[config.mk]
export PLATFORM = sky130hd
export DESIGN_NAME = isrt_cell
export DESIGN_NICKNAME = d
export VERILOG_FILES = /design/src/isrt_pkg.sv /design/src/isrt_cell.sv
export SDC_FILE = /design/constraint.sdc
export NUM_CORES = 1
export LEC_CHECK = 0
export BUFFER_PORTS_ARGS = -buffer_cell sky130_fd_sc_hd__buf_2
export CAP_MARGIN = 30
export CORE_ASPECT_RATIO = 0.9
export CORE_MARGIN = 2
export CORE_UTILIZATION = 50
export DETAILED_ROUTE_END_ITERATION = 10
export PLACE_DENSITY = 0.87
export SLEW_MARGIN = 20
export SYNTH_ARGS = -nofsm -noshare
export SYNTH_HDL_FRONTEND = slang
export SYNTH_SLANG_ARGS = --single-unit
[constraint.sdc]
create_clock -name clk -period 9.7 [get_ports clk]
set_clock_uncertainty 0.05 [all_clocks]
set_input_delay 2.425 -clock clk [delete_from_list [all_inputs] [get_ports clk]]
set_output_delay 2.425 -clock clk [all_outputs]
set_load 0.02 [all_outputs]
[src/isrt_pkg.sv]
// shared types and constants for the insertion sorter
`default_nettype none

package isrt_pkg;

    localparam int DATA_W       = 32;
    localparam int CAPACITY_DEF = 64;

    typedef logic signed [DATA_W-1:0] data_t;

    // per-cycle commands broadcast to every cell of the chain
    typedef struct packed {
        logic insert;
        logic drain;
    } cell_ctrl_t;

endpackage

`default_nettype wire

[src/isrt_cell.sv]
// one cell of the sorting chain: holds a single value of the run
`default_nettype none

module isrt_cell (
    input  wire logic                clk,
    input  wire isrt_pkg::cell_ctrl_t ctrl,
    input  wire isrt_pkg::data_t     ins_value,
    input  wire logic                empty,
    input  wire isrt_pkg::data_t     left_value,
    input  wire logic                left_greater,
    input  wire isrt_pkg::data_t     right_value,
    output isrt_pkg::data_t          cell_value,
    output logic                     greater
);
    import isrt_pkg::*;

    data_t val_reg;
    data_t val_next;

    // an unfilled cell behaves as if it held plus infinity
    assign greater    = empty | (val_reg > ins_value);
    assign cell_value = val_reg;

    always_comb
    begin
        val_next = val_reg;
        if (ctrl.insert && greater)
        begin
            val_next = left_greater ? left_value : ins_value;
        end
        else if (ctrl.drain)
        begin
            val_next = right_value;
        end
    end

    always_ff @(posedge clk)
    begin
        val_reg <= val_next;
    end

endmodule

`default_nettype wire
-- Word-level counts from Yosys, hierarchy flattened
Cells that the tools add are included.
- $lt $le $gt $ge: 1
- multiplexer cells: 3
- bitwise gates (word level): 1
- reduce and logical (&&, ||, !) cells: 2
- operator list (operator ; count):
    $mux W32 ; 3
    $gt A32 B32 Y1 ; 1
    $reduce_bool A2 Y1 ; 1
    $logic_and A1 B1 Y1 ; 1
    $or A1 B1 Y1 ; 1
- register bits after elaboration: 32
- input port bits: 101
- output and inout bits: 33

-- Longest topological paths before layout
Gate-level depths: netlist (run 1).
- word-level depth: 4
- depth in mapped cells: 10

-- Worst setup path after synthesis (run 1)
No wires, ideal clock.
- path kind: input to output
- start: input port ins_value[31]
- end: output port greater
- arrival: 4.175 ns
- setup slack: 3.050 ns
- stages on the path: 8
- buffers on the path: 0
- cells stage by stage: inv_1 > ha_1 > nand4_1 > or4_4 > nor3_1 > nor3_1 > o21a_1 > a21o_1
- longest elaborated chain between the ends: 2
- RTL lines (item ; RTL line ; text):
    start, declared ; isrt_cell.sv:7 ; input wire isrt_pkg::data_t ins_value,
    $gt A32 B32 Y1 ; isrt_cell.sv:21 ; assign greater = empty | (val_reg > ins_value);
    $or A1 B1 Y1 ; isrt_cell.sv:21 ;
    end, declared ; isrt_cell.sv:13 ; output logic greater
Every way passes these cells.

-- Worst setup path after layout (run 1)
Same ends and word-level chain as after synthesis.

==> out/qor.yml, run 1 <==
status: "completed"
synth_top_cell_area_share_pct: 36.1
hold_ws_ps: 1370
cp_slowest_cell: "or4_4"
drt-wirelength-per-cell_um: 14.7
clockPowerShare_pct: 17.0
switching_share_pct: 36.5
dp.final_hpwl_mm: 5.42
synth_largest_area_cell: "edfxtp_1"
largest_reg_flops: 32
busiest_layer: "met2"
p_leak_uw: 0.00182
track_usage_pct: 22.9
grt_pass1_wl_mm: 10.3
cts_buffers: 5
path_max_fanout: 6
antenna_cells: 0
totalNegativeSetupSlack_ps: 0
cp-start-kind: "input port"
antenna_found_initial: 0
crit_family: "simple AND/OR/NAND/NOR gates"
path_buf_inv: 3
synth-seq-area-share_pct: 36.1
htree_levels: 2
arrival_ps: 4480
period_minus_slack_ps: 6960
drv_cap: 0
synthCells: 263
vias: 2433
slew_viol_final: 0
use_met1_pct: 27.3
pwr_density_cell_nw_per_um2: 164
max_freq_mhz: 144
drt_first_iter_violations: 118
cts_tree: "yes"
cts_sinks: 32
ys_types: 26
overflow: 0
crit_chain: "buf_2 -> inv_1 -> ha_1 -> nand4_1 -> or4_4 -> nor3_1 -> nor3_1 -> o21a_1 -> a21o_1 -> buf_2"
post_cts_buffers: 0
fp.coreArea_um2: 5190
die_area_um2: 5930
die_height_um: 73.3
cp.required_ps: 7230
drcViolationCount: 0
synth_edf_count: 32
wl_mm: 6.79
slowest_delay_ps: 580
netSwitchingPower_uw: 206
avgSynthCellArea_um2: 10.1
synth_commonest_cells: "nand2_1 (40), o21ai_0 (36), inv_1 (35)"
relSlewSlack_pct: 48.0
holdBufCountCts: 0
syn_area_um2: 2670
rsz0062_at_grt: "false"
holdCritPathClass: "reg2reg"
ctsResizeCount: 0
use_met3_pct: 3.69
synth_top_flop_cell: "edfxtp_1"
yosysWarnings: 0
combinationalPowerShare_pct: 45.8
nets: 528
ant_nets: 0
fin_crit_sh_pct: 71.8
power.internal_uw: 360
grt_max_degree: 64
root_buffer: "clkbuf_8"
io_pins: 134
ys_async_sr_fraction_pct: 0
drive_gt1_share_pct: 45.3
syn_nets: 396
tightest_slew_ps: 780
ir_drop_v: 0.0000968
setup-violations-final: 0
io_buffers: 133
synth_seq_cells: 32
die_w_um: 81.0
post_drt_via_cell_ratio: 5.27
firstDrtPassIters: 4
clk_latency_ps: 280
rows: 25
ctsLongestPathBuffers: 2
p_seq_share_pct: 37.2
grt_pass1_vias: 2288
met2_usage_pct: 42.5
syn_to_final_growth_pct: 29.8
clkTransAtPathRegs_ps: 70
synth.area.top_cells: "edfxtp_1 (36%), mux2_4 (16%), ha_1 (15%)"
start_util_pct: 51.3
crit_type: "in2out"
place_congestion: 0.850
finalHoldViolations: 0
end_kind: "primary output"
yosysMostFrequentCell: "nand2_1"
## routing by layer
metal / up-vias / wire length, µm
met2: 81 / 3680
li1: 1204 / -
met4: 0 / 108
met5: - / 0
met3: 12 / 327
met1: 1136 / 2680
## through the flow
| stage | std cells | instance area [µm²] | total power, µW | setup WS, ps | util, % |
|---|---|---|---|---|---|
| final | 462 | 3460 | 566 | 2740 | 66.6 |
| after global routing | 462 | 3460 | 603 | 2610 | 66.6 |
| after CTS | 461 | 3440 | 571 | 2740 | 66.2 |
| after detailed placement | 454 | 3360 | 473 | 2750 | 64.7 |
| after global placement | 454 | 3360 | 461 | 2830 | 64.7 |
| after floorplan | 263 | 2670 | 393 | 3050 | - |
## final cells by class
class | instances | area [µm²]
Sequential cell | 32 | 961
Fill cell | 446 | 1730
Inverter | 35 | 131
Clock inverter | 1 | 5.00
Multi-Input combinational cell | 186 | 1510
Tap cell | 67 | 83.8
Timing Repair Buffer | 135 | 693
Clock buffer | 6 | 72.6
## path summary, 6_finish.rpt
| path | slack (ps) | cells past startpoint | start | endpoint |
|---|---|---|---|---|
| max reg2reg | 6340 | 8 | cell_value[31]$_DFFE_PP_ | cell_value[0]$_DFFE_PP_ |
| min reg2reg | 1370 | 4 | cell_value[31]$_DFFE_PP_ | cell_value[3]$_DFFE_PP_ |
| min | 1370 | 4 | cell_value[31]$_DFFE_PP_ | cell_value[3]$_DFFE_PP_ |
| max | 2740 | 10 | ins_value[31] | greater |
## cells by family after synthesis
family,Yosys count,synth area share (%)
buffers and inverters,45,7.18
adders and majority gates,32,15.0
muxes,33,18.0
and+or+nand+nor,61,10.8
AOI/OAI and AO/OA,60,13.0
DFF,32,36.1
## cells in the final DEF, fill, tap and decap left out, types with 2 or more instances in the layout
master    Yosys  routed
buf_2         0     133
nand2_1      40      40
o21ai_0      36      36
inv_1        35      35
ha_1         32      32
edfxtp_1     32      32
mux2_4       29      29
a21oi_1      16      16
nand4_1       8       8
clkbuf_8      0       5
mux2_2        4       4
nand3_1       3       3
nor3_1        3       3
o211ai_1      2       2
a21o_1        2       2
## power by group through the flow
stage               Clock (µW)  Combinational, µW  Sequential [µW]
floorplan                    0                145              248
global placement             0                250              211
detailed placement           0                259              213
CTS                       99.6                260              211
global route               106                283              214
finish                    96.2                259              211
## worst reg2reg max path, stage by stage, from the launching register on
cell	delay [ps]
edfxtp_1	400
ha_1	420
nand4_1	180
or4_4	580
nor3_1	210
o21ai_0	180
o311ai_4	120
buf_4	550
mux2_2	420
(Power assumes the default switching activity.)
==> run 2, diff against run 1 <==
--- a/config.mk
+++ b/config.mk
@@ -9,9 +9,9 @@
 export CAP_MARGIN = 30
 export CORE_ASPECT_RATIO = 0.9
 export CORE_MARGIN = 2
-export CORE_UTILIZATION = 50
+export CORE_UTILIZATION = 42
 export DETAILED_ROUTE_END_ITERATION = 10
-export PLACE_DENSITY = 0.87
+export PLACE_DENSITY = 0.77
 export SLEW_MARGIN = 20
 export SYNTH_ARGS = -nofsm -noshare
 export SYNTH_HDL_FRONTEND = slang
==> constraint.sdc (replaced) <==
create_clock -name clk -period 6 [get_ports clk]
set_clock_uncertainty 0.05 [all_clocks]
set_input_delay 1.5 -clock clk [delete_from_list [all_inputs] [get_ports clk]]
set_output_delay 1.5 -clock clk [all_outputs]
set_load 0.02 [all_outputs]
==> out/qor.yml, run 2 (synthesis results as in run 1) <==
holdBufCountCts: 0
setup-violations-final: 0
ir_drop_v: 0.000101
top_layer_used: "met4"
crit_chain: "buf_2 -> inv_1 -> ha_1 -> nand4_1 -> or4_4 -> nor3_1 -> nor3_1 -> o21a_1 -> a21o_1 -> buf_2"
nets: 528
cts_buffers: 5
totalNegativeSetupSlack_ps: 0
syn_to_final_growth_pct: 31.2
fill_cells: 552
wl_met2_mm: 3.28
mostFrequentLayoutCell: "buf_2"
die_w_um: 88.0
cts_tree: "yes"
overflow: 0
path_max_fanout: 6
end_kind: "primary output"
cts_sinks: 32
vias: 2347
drt_first_iter_violations: 57
antenna_cells: 0
dp.final_hpwl_mm: 5.14
place_area_um2: 3390
wl_mm: 6.53
place_congestion: 0.809
clkTransAtPathRegs_ps: 70
root_buffer: "clkbuf_8"
die_height_um: 79.6
ctsLongestPathBuffers: 2
post-route-cell-area_um2: 3500
die_area_um2: 7000
finalHoldViolations: 0
antenna_found_initial: 0
largest_reg_flops: 32
grt_pass1_wl_mm: 10.2
ff_latch_area_um2: 961
clk_latency_ps: 280
io_pins: 134
fin_util_pct: 57.2
fp.coreArea_um2: 6110
drt-wirelength-per-cell_um: 13.5
slew_viol_final: 0
multiInputGateArea_um2: 1510
tightest_slew_ps: 815
start_util_pct: 43.6
cp_slowest_cell: "or4_4"
track_usage_pct: 18.4
firstDrtPassIters: 5
rows: 27
rsz0062_at_grt: "false"
holdCritPathClass: "reg2reg"
max_freq_mhz: 192
cp-start-kind: "input port"
post_cts_buffers: 0
fin_crit_sh_pct: 86.7
p_leak_uw: 0.00182
drive_gt1_share_pct: 45.5
ctsResizeCount: 0
post_drt_via_cell_ratio: 4.86
arrival_ps: 3650
slowest_delay_ps: 590
drcViolationCount: 0
drt-met1-wl_mm: 2.84
htree_levels: 2
pwr_density_cell_nw_per_um2: 261
wl_met3_um: 346
ant_nets: 0
status: "completed"
io_buffers: 133
period_minus_slack_ps: 5200
layout_common_cells: "buf_2 (133), nand2_1 (40), o21ai_0 (36)"
cp.required_ps: 4450
drv_cap: 0
grt_max_degree: 64
relSlewSlack_pct: 45.7
grt_pass1_vias: 2355
crit_type: "in2out"
run 2: changes by cell type in the layout (fill, tap and decap cells not counted), sizes merged:
cell / change
clkinv: +2
clkbuf: -1
run 2: area by class of cell:
type	count	share of cell area (%)
inverter	35	3.76
clock inverter	3	0.394
clock buffer	5	1.97
sequential	32	27.5
tap	87	3.11
timing repair buffer	135	20.0
multi-input combinational	186	43.3
run 2: report_power, final:
part	switching (µW)	leakage, µW	total, µW	internal, µW
Sequential	26.5	0.000327	339	313
Clock	78.9	0.0000453	158	78.6
Combinational	228	0.00145	418	190
Total	333	0.00182	914	581
run 2: per-stage QoR:
step	cells	hold WS, ps	power (µW)	setup WS [ps]
global route	483	1460	973	689
floorplan	263	1160	635	1200
global placement	474	1340	747	935
finish	483	1380	914	800
CTS	482	1410	920	835
detailed placement	474	1390	759	862
run 2: critical path: cells and delay by family:
kind                     cells  cell delay (ps)
adder cells (fa/ha/maj)      1              420
AND/OR/NAND/NOR              4             1100
AO/OA/AOI/OAI                2              350
buffers and inverters        3              270
run 2: path summary, 6_finish.rpt:
path,startpoint,to,slack (ps),cells after the start
worst max register to register,cell_value[31]$_DFFE_PP_,cell_value[12]$_DFFE_PP_,2130,8
worst min-delay path,cell_value[31]$_DFFE_PP_,cell_value[4]$_DFFE_PP_,1380,4
worst max-delay path,ins_value[31],greater,800,10
worst min register to register,cell_value[31]$_DFFE_PP_,cell_value[4]$_DFFE_PP_,1380,4
run 2: per-layer routing:
| metal | up-vias | track usage (%) |
|---|---|---|
| met5 | - | 0 |
| met4 | 0 | 6.00 |
| met3 | 5 | 2.59 |
| met2 | 85 | 32.4 |
| met1 | 1055 | 23.1 |
| li1 | 1202 | - |
==> run 3, diff against run 2 <==
--- a/config.mk
+++ b/config.mk
@@ -8,8 +8,8 @@
 export BUFFER_PORTS_ARGS = -buffer_cell sky130_fd_sc_hd__buf_2
 export CAP_MARGIN = 30
 export CORE_ASPECT_RATIO = 0.9
-export CORE_MARGIN = 2
 export CORE_UTILIZATION = 42
+export CTS_CLUSTER_SIZE = 25
 export DETAILED_ROUTE_END_ITERATION = 10
 export PLACE_DENSITY = 0.77
 export SLEW_MARGIN = 20
==> out/qor.yml, run 3 (synthesis results as in run 1) <==
arrival_ps: 3610
layout_common_cells: "buf_2 (133), nand2_1 (40), o21ai_0 (36)"
die_w_um: 86.0
dp.cells: 474
multiInputGateArea_um2: 1510
fp.coreArea_um2: 6110
totalNegativeSetupSlack_ps: 0
end_kind: "primary output"
wl_mm: 6.53
holdBufCountCts: 0
setup-violations-final: 0
drv_cap: 0
final_cells: 482
antenna_cells: 0
crit_family: "simple AND/OR/NAND/NOR gates"
slowest_delay_ps: 580
status: "completed"
crit_chain: "buf_2 -> inv_1 -> ha_1 -> nand4_1 -> or4_4 -> nor3_1 -> nor3_1 -> o21a_1 -> a21o_1 -> buf_2"
pwr_density_cell_nw_per_um2: 261
io_pins: 134
drt_first_iter_violations: 113
dp.final_hpwl_mm: 5.16
path_max_fanout: 6
overflow: 0
ctsLongestPathBuffers: 2
cp.required_ps: 4450
drcViolationCount: 0
rsz0062_at_grt: "false"
rows: 27
die_area_um2: 6670
antenna_found_initial: 0
ant_nets: 0
nets: 528
htree_levels: 2
clkTransAtPathRegs_ps: 70
die_height_um: 77.6
drive_gt1_share_pct: 45.1
finalHoldViolations: 0
p_leak_uw: 0.00182
post_drt_via_cell_ratio: 4.90
cp-start-kind: "input port"
slew_viol_final: 0
drt-wirelength-per-cell_um: 13.6
start_util_pct: 43.6
cts_tree: "yes"
place_area_um2: 3390
holdCritPathClass: "reg2reg"
largest_reg_flops: 32
post_cts_buffers: 0
clk_latency_ps: 280
grt_max_degree: 64
post-route-cell-area_um2: 3490
grt_pass1_vias: 2348
place_congestion: 0.813
firstDrtPassIters: 4
tightest_slew_ps: 812
ff_latch_area_um2: 961
io_buffers: 133
mostFrequentLayoutCell: "buf_2"
period_minus_slack_ps: 5160
ir_drop_v: 0.000120
fin_crit_sh_pct: 86.1
cts_sinks: 32
track_usage_pct: 20.0
path_buf_inv: 3
ctsResizeCount: 0
max_freq_mhz: 194
total_power_uw: 911
relSlewSlack_pct: 45.9
root_buffer: "clkbuf_8"
syn_to_final_growth_pct: 31.0
cts_buffers: 5
crit_type: "in2out"
fill_cells: 574
grt_pass1_wl_mm: 10.5
vias: 2362
cp_slowest_cell: "or4_4"
## run 3: where the power goes
part / switching (µW) / internal, µW / leakage (µW)
sequential: 25.7 / 313 / 0.000327
combinational: 229 / 190 / 0.00145
clock: 78.5 / 76.5 / 0.0000391
## run 3: area by class of cell
cell class              instances  area share (%)
inverters                      35            3.76
clock inverters                 2           0.215
multi-input cells             186            43.3
repair buffers                135            20.1
clock buffers                   5            1.97
well taps                      87            3.12
flip-flops and latches         32            27.5
## run 3: stage by stage
stage | hold WS (ps) | utilization (%) | setup WS (ps)
after floorplan | 1160 | - | 1200
after global placement | 1370 | 55.4 | 941
after detailed placement | 1410 | 55.4 | 855
after CTS | 1430 | 56.6 | 843
after global routing | 1460 | 57.1 | 662
final | 1420 | 57.1 | 837
## run 3: worst paths after layout
kind	from	to	slack, ps	cells past startpoint
setup / recovery	ins_value[31]	greater	840	10
hold reg to reg	cell_value[31]$_DFFE_PP_	cell_value[29]$_DFFE_PP_	1420	4
hold / removal	cell_value[31]$_DFFE_PP_	cell_value[29]$_DFFE_PP_	1420	4
setup reg to reg	cell_value[31]$_DFFE_PP_	cell_value[1]$_DFFE_PP_	2600	8
## run 3: worst reg2reg max path: cells and delay by family (launching register included)
family          cells  cell delay, ps
compound gates      2             330
fa+ha+maj           1             430
buf+inv             1             560
flops               1             400
mux                 1             410
simple gates        3             980
## run 3: per-layer routing
metal / vias to the layer above / part of all wire, % / GRT usage, %
met3: 7 / 4.9 / 3.72
met5: - / 0 / 0
met4: 0 / 0.87 / 4.33
met1: 1080 / 44 / 24.6
li1: 1200 / - / -
met2: 75 / 50 / 36.0
